### src/hw/rtl/c2u_pkg.sv
// Shared types, constants and the CP850 to UTF-8 table of the converter.
package c2u_pkg;

  localparam int QueueDepth = 2;

  localparam logic [7:0] AsciiLimit = 8'h80;
  localparam logic [7:0] LeadLow    = 8'hC2;
  localparam logic [7:0] LeadHigh   = 8'hF4;

  // One queued job: up to three held bytes plus the current byte
  typedef struct packed {
    logic [3:0][7:0] bytes;
    logic [3:0]      xlat;   // 1: translate through the table, 0: pass raw
    logic [2:0]      count;  // number of valid entries, 1..4
  } job_t;

  // UTF-8 form of CP850 bytes 0x80..0xFF; top byte zero means two bytes
  localparam logic [23:0] Cp850Utf8 [128] = '{
    24'h00C387, 24'h00C3BC, 24'h00C3A9, 24'h00C3A2, 24'h00C3A4, 24'h00C3A0, 24'h00C3A5,
    24'h00C3A7, 24'h00C3AA, 24'h00C3AB, 24'h00C3A8, 24'h00C3AF, 24'h00C3AE, 24'h00C3AC,
    24'h00C384, 24'h00C385, 24'h00C389, 24'h00C3A6, 24'h00C386, 24'h00C3B4, 24'h00C3B6,
    24'h00C3B2, 24'h00C3BB, 24'h00C3B9, 24'h00C3BF, 24'h00C396, 24'h00C39C, 24'h00C3B8,
    24'h00C2A3, 24'h00C398, 24'h00C397, 24'h00C692, 24'h00C3A1, 24'h00C3AD, 24'h00C3B3,
    24'h00C3BA, 24'h00C3B1, 24'h00C391, 24'h00C2AA, 24'h00C2BA, 24'h00C2BF, 24'h00C2AE,
    24'h00C2AC, 24'h00C2BD, 24'h00C2BC, 24'h00C2A1, 24'h00C2AB, 24'h00C2BB, 24'hE29691,
    24'hE29692, 24'hE29693, 24'hE29482, 24'hE294A4, 24'h00C381, 24'h00C382, 24'h00C380,
    24'h00C2A9, 24'hE295A3, 24'hE29591, 24'hE29597, 24'hE2959D, 24'h00C2A2, 24'h00C2A5,
    24'hE29490, 24'hE29494, 24'hE294B4, 24'hE294AC, 24'hE2949C, 24'hE29480, 24'hE294BC,
    24'h00C3A3, 24'h00C383, 24'hE2959A, 24'hE29594, 24'hE295A9, 24'hE295A6, 24'hE295A0,
    24'hE29590, 24'hE295AC, 24'h00C2A4, 24'h00C3B0, 24'h00C390, 24'h00C38A, 24'h00C38B,
    24'h00C388, 24'h00C4B1, 24'h00C38D, 24'h00C38E, 24'h00C38F, 24'hE29498, 24'hE2948C,
    24'hE29688, 24'hE29684, 24'h00C2A6, 24'h00C38C, 24'hE29680, 24'h00C393, 24'h00C39F,
    24'h00C394, 24'h00C392, 24'h00C3B5, 24'h00C395, 24'h00C2B5, 24'h00C3BE, 24'h00C39E,
    24'h00C39A, 24'h00C39B, 24'h00C399, 24'h00C3BD, 24'h00C39D, 24'h00C2AF, 24'h00C2B4,
    24'h00C2AD, 24'h00C2B1, 24'hE28097, 24'h00C2BE, 24'h00C2B6, 24'h00C2A7, 24'h00C3B7,
    24'h00C2B8, 24'h00C2B0, 24'h00C2A8, 24'h00C2B7, 24'h00C2B9, 24'h00C2B3, 24'h00C2B2,
    24'hE296A0, 24'h00C2A0
  };

endpackage

### src/hw/rtl/c2u_front.sv
// Front end: tracks open UTF-8 sequences and turns input bytes into jobs.
module c2u_front (
  input  logic          clk,
  input  logic          rst,
  input  logic          in_valid,
  output logic          in_ready,
  input  logic [7:0]    data_byte,
  input  logic          end_of_text,
  output logic          push,
  output c2u_pkg::job_t push_job,
  input  logic          queue_full
);
  import c2u_pkg::*;

  logic [2:0][7:0] held_bytes, held_bytes_next;
  logic [1:0]      held_count, held_count_next;
  logic [2:0]      sequence_length, sequence_length_next;

  logic       accept;
  logic       is_cont, is_lead;
  logic [2:0] need;
  logic [1:0] hn;        // held bytes placed ahead of the current byte
  logic       held_xl;   // held bytes translated (sequence broken)
  logic       b_xl;      // current byte translated
  logic       b_out;     // current byte emitted now
  job_t       job;

  assign in_ready = !queue_full;
  assign accept   = in_valid && in_ready;

  // Classify the current byte
  always_comb begin
    is_cont = (data_byte[7:6] == 2'b10);
    is_lead = (data_byte >= LeadLow) && (data_byte <= LeadHigh);
    if (data_byte[7:5] == 3'b110) begin
      need = 3'd2;
    end else if (data_byte[7:4] == 4'hE) begin
      need = 3'd3;
    end else begin
      need = 3'd4;
    end
  end

  // Decide what this byte emits and what stays held
  always_comb begin
    hn                   = 2'd0;
    held_xl              = 1'b1;
    b_xl                 = 1'b1;
    b_out                = 1'b1;
    held_bytes_next      = held_bytes;
    held_count_next      = 2'd0;
    sequence_length_next = 3'd0;
    if (held_count != 2'd0 && is_cont) begin
      hn = held_count;
      if ({1'b0, held_count} + 3'd1 >= sequence_length) begin
        held_xl = 1'b0;
        b_xl    = 1'b0;
      end else if (!end_of_text) begin
        b_out                = 1'b0;
        hn                   = 2'd0;
        held_bytes_next[held_count] = data_byte;
        held_count_next      = held_count + 2'd1;
        sequence_length_next = sequence_length;
      end
    end else begin
      hn = held_count;
      if (data_byte < AsciiLimit) begin
        b_xl = 1'b0;
      end else if (is_lead && !end_of_text) begin
        b_out                = 1'b0;
        held_bytes_next[0]   = data_byte;
        held_count_next      = 2'd1;
        sequence_length_next = need;
      end
    end
  end

  // Assemble the job
  always_comb begin
    job.bytes     = {8'h00, held_bytes};
    job.bytes[hn] = data_byte;
    job.xlat      = 4'b0000;
    for (int i = 0; i < 3; i++) begin
      if (2'(i) < hn) begin
        job.xlat[i] = held_xl;
      end
    end
    job.xlat[hn] = b_xl;
    job.count    = {1'b0, hn} + {2'b00, b_out};
  end

  assign push     = accept && (job.count != 3'd0);
  assign push_job = job;

  // Held sequence state
  always_ff @(posedge clk) begin
    if (rst) begin
      held_bytes      <= '0;
      held_count      <= 2'd0;
      sequence_length <= 3'd0;
    end else if (accept) begin
      held_bytes      <= held_bytes_next;
      held_count      <= held_count_next;
      sequence_length <= sequence_length_next;
    end
  end

endmodule

### src/hw/rtl/c2u_queue.sv
// Short job queue between the front end and the byte expander.
module c2u_queue #(
  parameter int Depth = c2u_pkg::QueueDepth
) (
  input  logic          clk,
  input  logic          rst,
  input  logic          push,
  input  c2u_pkg::job_t push_job,
  output logic          full,
  input  logic          pop,
  output logic          not_empty,
  output c2u_pkg::job_t head_job
);
  import c2u_pkg::*;

  localparam int PtrW = (Depth > 1) ? $clog2(Depth) : 1;
  localparam int CntW = $clog2(Depth + 1);

  job_t            slots [Depth];
  logic [PtrW-1:0] wr_ptr, rd_ptr;
  logic [CntW-1:0] fill;

  assign full      = (fill == CntW'(Depth));
  assign not_empty = (fill != '0);
  assign head_job  = slots[rd_ptr];

  // Storage
  always_ff @(posedge clk) begin
    if (push) begin
      slots[wr_ptr] <= push_job;
    end
  end

  // Pointers and fill level
  always_ff @(posedge clk) begin
    if (rst) begin
      wr_ptr <= '0;
      rd_ptr <= '0;
      fill   <= '0;
    end else begin
      if (push) begin
        wr_ptr <= (wr_ptr == PtrW'(Depth - 1)) ? '0 : wr_ptr + 1'b1;
      end
      if (pop) begin
        rd_ptr <= (rd_ptr == PtrW'(Depth - 1)) ? '0 : rd_ptr + 1'b1;
      end
      if (push && !pop) begin
        fill <= fill + 1'b1;
      end else if (pop && !push) begin
        fill <= fill - 1'b1;
      end
    end
  end

endmodule

### src/hw/rtl/c2u_back.sv
// Back end: expands each job entry into one to three output bytes.
module c2u_back (
  input  logic          clk,
  input  logic          rst,
  input  logic          job_valid,
  input  c2u_pkg::job_t job,
  output logic          pop,
  output logic          out_valid,
  input  logic          out_ready,
  output logic [7:0]    out_byte,
  output logic          last_of_run
);
  import c2u_pkg::*;

  logic [1:0]  ent, byte_idx;
  logic [7:0]  cur;
  logic [23:0] code;
  logic [1:0]  nbytes;
  logic [1:0]  sel;
  logic [7:0]  byte_now;
  logic        last_byte, last_ent, advance;

  // Current entry and its table code
  always_comb begin
    cur    = job.bytes[ent];
    code   = Cp850Utf8[cur[6:0]];
    nbytes = !job.xlat[ent] ? 2'd1 : ((code[23:16] != 8'h00) ? 2'd3 : 2'd2);
    sel    = byte_idx + (2'd3 - nbytes);
    case (sel)
      2'd0:    byte_now = code[23:16];
      2'd1:    byte_now = code[15:8];
      default: byte_now = code[7:0];
    endcase
    if (!job.xlat[ent]) begin
      byte_now = cur;
    end
  end

  assign last_byte = (byte_idx == nbytes - 2'd1);
  assign last_ent  = ({1'b0, ent} == job.count - 3'd1);
  assign advance   = job_valid && (!out_valid || out_ready);
  assign pop       = advance && last_byte && last_ent;

  // Walk entries and bytes
  always_ff @(posedge clk) begin
    if (rst) begin
      ent      <= 2'd0;
      byte_idx <= 2'd0;
    end else if (advance) begin
      if (last_byte) begin
        byte_idx <= 2'd0;
        ent      <= last_ent ? 2'd0 : ent + 2'd1;
      end else begin
        byte_idx <= byte_idx + 2'd1;
      end
    end
  end

  // Output register
  always_ff @(posedge clk) begin
    if (rst) begin
      out_valid <= 1'b0;
    end else if (advance) begin
      out_valid <= 1'b1;
    end else if (out_ready) begin
      out_valid <= 1'b0;
    end
  end

  always_ff @(posedge clk) begin
    if (advance) begin
      out_byte    <= byte_now;
      last_of_run <= last_byte && last_ent;
    end
  end

endmodule

### src/hw/rtl/cp850_to_utf8_passthrough_top.sv
// Top level of the CP850 to UTF-8 pass-through converter.
//
//   channel | valid / ready          | payload
//   input   | in_valid / in_ready    | data_byte, end_of_text
//   output  | out_valid / out_ready  | out_byte, last_of_run
//
// The front end takes one byte per cycle while the job queue has room.
// The back end emits one UTF-8 byte per cycle unless stalled; an input yields
// 0 to 12 bytes (raw 1, translated 2 or 3); output bandwidth sets the rate.
// Synchronous reset empties the queue and drops any held sequence.
// Either side may stall; the queue and the output register decouple them.
module cp850_to_utf8_passthrough_top #(
  parameter int QueueDepth = c2u_pkg::QueueDepth
) (
  input  logic       clk,
  input  logic       rst,
  input  logic       in_valid,
  output logic       in_ready,
  input  logic [7:0] data_byte,
  input  logic       end_of_text,
  output logic       out_valid,
  input  logic       out_ready,
  output logic [7:0] out_byte,
  output logic       last_of_run
);
  import c2u_pkg::*;

  logic push, full, pop, not_empty;
  job_t push_job, head_job;

  c2u_front u_front (
    .clk(clk), .rst(rst),
    .in_valid(in_valid), .in_ready(in_ready),
    .data_byte(data_byte), .end_of_text(end_of_text),
    .push(push), .push_job(push_job), .queue_full(full)
  );

  c2u_queue #(.Depth(QueueDepth)) u_queue (
    .clk(clk), .rst(rst),
    .push(push), .push_job(push_job), .full(full),
    .pop(pop), .not_empty(not_empty), .head_job(head_job)
  );

  c2u_back u_back (
    .clk(clk), .rst(rst),
    .job_valid(not_empty), .job(head_job), .pop(pop),
    .out_valid(out_valid), .out_ready(out_ready),
    .out_byte(out_byte), .last_of_run(last_of_run)
  );

endmodule

### config.mk
export PLATFORM = sky130hd
export DESIGN_NAME = cp850_to_utf8_passthrough_top
export DESIGN_NICKNAME = d
export VERILOG_FILES = /design/src/hw/rtl/c2u_pkg.sv /design/src/hw/rtl/c2u_front.sv /design/src/hw/rtl/c2u_queue.sv /design/src/hw/rtl/c2u_back.sv /design/src/hw/rtl/cp850_to_utf8_passthrough_top.sv
export SDC_FILE = /design/constraint.sdc
export NUM_CORES = 1
export LEC_CHECK = 0
export ABC_AREA = 1
export ABC_CLOCK_PERIOD_IN_PS = 13600
export CAP_MARGIN = 20
export CORE_UTILIZATION = 25
export CTS_CLUSTER_DIAMETER = 150
export CTS_CLUSTER_SIZE = 16
export DETAILED_ROUTE_END_ITERATION = 16
export DONT_BUFFER_PORTS = 1
export PLACE_DENSITY = 0.4
export REMOVE_ABC_BUFFERS = 1
export SYNTH_ARGS = -nofsm -noshare
export SYNTH_HDL_FRONTEND = slang
export SYNTH_SLANG_ARGS = --single-unit
### constraint.sdc
create_clock -name clk -period 13.6 [get_ports clk]
set_input_delay 0 -clock clk [delete_from_list [all_inputs] [get_ports clk]]
set_output_delay 0 -clock clk [all_outputs]
set_load 0.005 [all_outputs]
## After elaboration in Yosys (flattened, before gate mapping)

Memories as Yosys holds them, arrays and structs flattened. A register that Yosys moved wholly into a read port is not among the register bits.
Index checks and enable logic that the tools add are counted.

- Add/subtract/negate cells: 13
- $lt $le $gt $ge: 13
- Equal/unequal tests: 11
- Muxes and demuxes: 63
- Bitwise logic cells: 3
- Reductions and logical operators: 31

Operator list:

| cell | number |
|---|---|
| $mux 8 | 9 |
| $mux 24 | 2 |
| $bwmux 32 | 1 |
| $demux 8 s2 | 2 |
| $bwmux 24 | 1 |
| $mux 1 | 24 |
| $mux 2 | 12 |
| $mux 3 | 7 |
| $bmux 8 s2 | 1 |
| $ge 8x8->1 const B | 2 |
| $pmux 8 s2 | 1 |
| $logic_and 1x1->1 | 13 |
| $reduce_bool 2->1 | 5 |
| $lt 2x3->1 const B | 3 |
| $add 2x1->2 const B | 4 |
| $le 8x8->1 const B | 1 |
| $lt 8x8->1 const B | 1 |
| $not 7->8 | 1 |
| $reduce_bool 8->1 | 1 |
| $logic_not 1->1 | 5 |
| $reduce_and 5->1 | 1 |
| $bwmux 4 | 1 |
| $eq 2x2->1 const B | 2 |
| $eq 4x4->1 const B | 1 |
| 26 further kinds | 33 |

- Bits in registers: 47
- RAM bits: 78
- Bits in read-only memories: 3072
- Bits of input ports: 13
- Memories kept: 2

Memories:

| memory | depth | bits a word | rd ports | clocked after Yosys merged registers in | write ports | line | source |
|---|---|---|---|---|---|---|---|
| (no name shown) | 128 | 24 | 1 | 0 | 0 | c2u_back.sv:26 | `code = Cp850Utf8[cur[6:0]];` |
| u_queue.slots | 2 | 39 | 1 | 1 | 1 | c2u_queue.sv:19 | `job_t slots [Depth];` |

## Depth between registers and ports, before layout

- Word-level depth: 16
- Gate-level depth with buffers: 31

## By module

From an unflattened synthesis, not the netlist that was laid out.

- Cell total of the unflattened synthesis: 890
- Area total of the unflattened synthesis: 7637.3 sq um

By module, submodules not included:

| module | times used | cells each | area each (sq um) |
|---|---|---|---|
| c2u_queue | 1 | 154 | 3086.7 |
| c2u_back | 1 | 439 | 2642.5 |
| c2u_front | 1 | 297 | 1908.1 |

## Least setup slack after synthesis

Ideal clock, no wire load.

- Path kind: reg2reg
- Start: register u_front.held_count[0]
- End: memory u_queue.slots[1][0] in the netlist's numbering (enable)
- Arrival: 3.872 ns
- Required time: 13.163 ns
- Path slack: 9.291 ns
- Cell stages (with the launch flop): 14
- Path buffers: 0
- Clock period less this slack: 4.309 ns
- Cell sequence: dfxtp_1 inv_1 ha_1 ha_1 nand3_1 o211ai_1 nor2_1 nand2_1 inv_1 nor2_1 ha_1 ha_1 o31ai_1 nor2_1

RTL lines:

| what | line | source |
|---|---|---|
| from (decl) | c2u_front.sv:16 | `logic [1:0] held_count, held_count_next;` |
| from (signal assigned) | c2u_front.sv:103 | `held_count <= held_count_next;` |
| to (decl) | c2u_queue.sv:19 |  |

==> metrics <==
status=complete, no violations; worst hold path type=input pin to flop; fraction of layout cells with a size suffix above 1=0.09232; Via density=4.760; asr flop ratio synth=0; initial antenna violation count=0; clk root buf=clkbuf_16; overall routed net length=21060 um; Max-slew headroom=0.3020; most frequent cells in the layout=nand2_1, nor2_1, inv_1; Post-CTS Setup Bufs=0; post-synthesis average cell area=8.234 um2; Final Max Tran Viols=0; Worst Reg-to-Reg Cells=25; slowest stage delay, CP=0.42 ns; Die Area=29700 um2; CP bufs+invs=6; setup TNS=0 ns; Initial DRC Count=463; Clk pin slew, worst setup/hold paths=0.07 ns; Pwr Density=243.9 nW/um2; Least-Margin Pin Slew=1.043 ns; CORE AREA=28160 um2; data arrival time of the critical path=5.21 ns; global route total overflow=0; final antenna-violating net count=0; Filler Cells Inserted=3047; cell area after layout=8325 um2; Layout Nets=928; first-pass GRT wire length=33570 um; Pleak=0.003271 uW; Cells after Synth=881; placer congestion estimate=0.9540; Longest Clk Path Bufs=2; largest net degree at the start of global routing=41; IO buf count=0; Top Ports=24; Hold Buf Count CTS=16; sequential area share after synthesis=0.4677; RSZ-0062 raised after global routing=no; Seq cells post-synth=126; height of the die=172.3 um; drc violations=0; worst skew pair latency=0.42 ns; CP Launch Type=flop; largest area contributor in the netlist=edfxtp_1; Worst Hold Launch=data_byte[4]; ant diodes=0; Placement Cell Area=7576 um2; share of the synthesized area in the top cell type=0.3601; worst setup path end=u_queue.fill[1]; post-synth cell types=49; top cell family by delay on the critical path=adder cells; Final Hold Viols=0; Post-CTS Resized=0; Final Setup Violations=0; Crit path depth=25; Tot GR Track Use=0.1504; Crit Path Max Fanout=40; crit share post-route=0.3615; initial core utilization=0.2576; crit end category=flop; TritonCTS clock tree=built; Data required, critical path=13.90 ns; site row count=61; worst r2r dst=u_queue.fill[1]; Setup Skew=0.01704 ns; Tmin final=4.917 ns; Area growth syn-to-layout=14.76%; MaxCap Viol Count=0; Post-synth top flop=edfxtp_1; worst reg-to-reg setup slack=8.68 ns; ranking of synthesized cells by area=edfxtp_1, dfxtp_1, nand2_1; Die Wd=172.3 um; via total after detailed routing=6078; Syn. warnings=0; H-tree depth=4; Peak VDD IR=0.00006666 V; EDFF count, synth=87; CP Class=flop to flop; mapped cell area=7254 um2; clk sinks=126; commonest non-fill, non-tap cell in the layout=nand2_1; Pre-antenna DRT Iters=7; Inserted Clock Buffers=17; DR WL/cell=16.49 um; dpl hpwl=14590 um; vias in the first global route=6020; achievable clock frequency=0.2034 GHz; Crit-path slowest cell=ha_1
[final cells by class]
class,instances,area (um2),area share
Clock buffer,20,489.2,0.05876
Inverter,102,391.6,0.04704
Clock inverter,12,92.59,0.01112
Tap cell,378,473.0,0.05681
Sequential cell,126,3393,0.4076
Multi-Input combinational cell,616,3273,0.3931
Timing Repair Buffer,23,212.7,0.02555
[tightest hold or removal path, cell delays in order]
cell,delay [ns]
nand3_1,0.09
nand2_1,0.13
or2_2,0.12
a21oi_1,0.05
[through the flow]
stage / util / hold slack, ns / worst slack, ns / std cells / power [uW]
after global placement: 0.2690 / 0.06720 / 8.690 / 1228 / 1610
after CTS: 0.2953 / 0.001622 / 8.643 / 1276 / 2023
final: 0.2956 / 0.02104 / 8.683 / 1277 / 2030
after global routing: 0.2956 / 0.03370 / 8.132 / 1277 / 2172
after floorplan: - / 0.06244 / 8.898 / 844 / 1258
after detailed placement: 0.2690 / 0.06583 / 8.660 / 1228 / 1562
[kinds of logic after synthesis]
logic type,after synthesis,synth area share
AO/OA/AOI/OAI,209,0.1602
XOR/XNOR,6,0.007244
AND/OR/NAND/NOR,369,0.2273
multiplexers,3,0.004312
buffers and inverters,139,0.08313
adder cells (fa/ha/maj),29,0.05002
flip-flops,126,0.4677
[power by group]
part           leakage [uW]  internal, uW  total, uW  switching, uW
clock              0.000287           263        447            184
sequential          0.00114           500        525           25.3
combinational       0.00184           301       1060            758
[flip-flops by register name, summed over array words and instances, names as in the netlist, named ones only]
name                     cells
u_back.out_valid             1
u_queue.wr_ptr               1
u_front.held_count           2
u_back.out_byte              8
u_queue.fill                 2
u_front.held_bytes          24
u_back.ent                   2
u_back.byte_idx              2
u_back.last_of_run           1
u_queue.slots               78
u_front.sequence_length      3
u_queue.rd_ptr               1
[per-layer routing]
metal,share of wire,wire (um),GRT usage,vias up
met3,0.048,1001,0.02678,45
met1,0.48,10020,0.2012,2837
met4,0.025,526,0.06041,0
met5,0,0,0,-
li1,-,-,-,3005
met2,0.45,9512,0.2386,191
[synth_stat cells, types with 5 or more instances]
| master | count |
|---|---|
| nor2_1 | 97 |
| inv_2 | 7 |
| nand2_1 | 169 |
| clkbuf_1 | 16 |
| a31oi_1 | 5 |
| o211ai_1 | 6 |
| o21ai_0 | 88 |
| edfxtp_1 | 87 |
| buf_6 | 5 |
| inv_1 | 90 |
| nand3_2 | 6 |
| a21oi_1 | 65 |
| o221ai_1 | 7 |
| ha_1 | 29 |
| nand4_1 | 5 |
| nor3_1 | 9 |
| nand3_1 | 57 |
| dfxtp_1 | 39 |
| o22ai_1 | 9 |
| o21ai_1 | 13 |
| nand2_2 | 7 |
| xor2_1 | 5 |
| buf_4 | 6 |
| buf_2 | 10 |
[worst min path at each step]
stage                                      end  slack, ns  depth (start not counted)
CTS                 u_front.sequence_length[2]      0.002                          3
floorplan                        u_back.ent[1]       0.06                          1
detailed placement               u_back.ent[1]       0.07                          1
global placement                 u_back.ent[1]       0.07                          1
global route        u_front.sequence_length[2]       0.03                          3
finish              u_front.sequence_length[2]       0.02                          4
No activity file was read; power rests on OpenSTA's default activity.
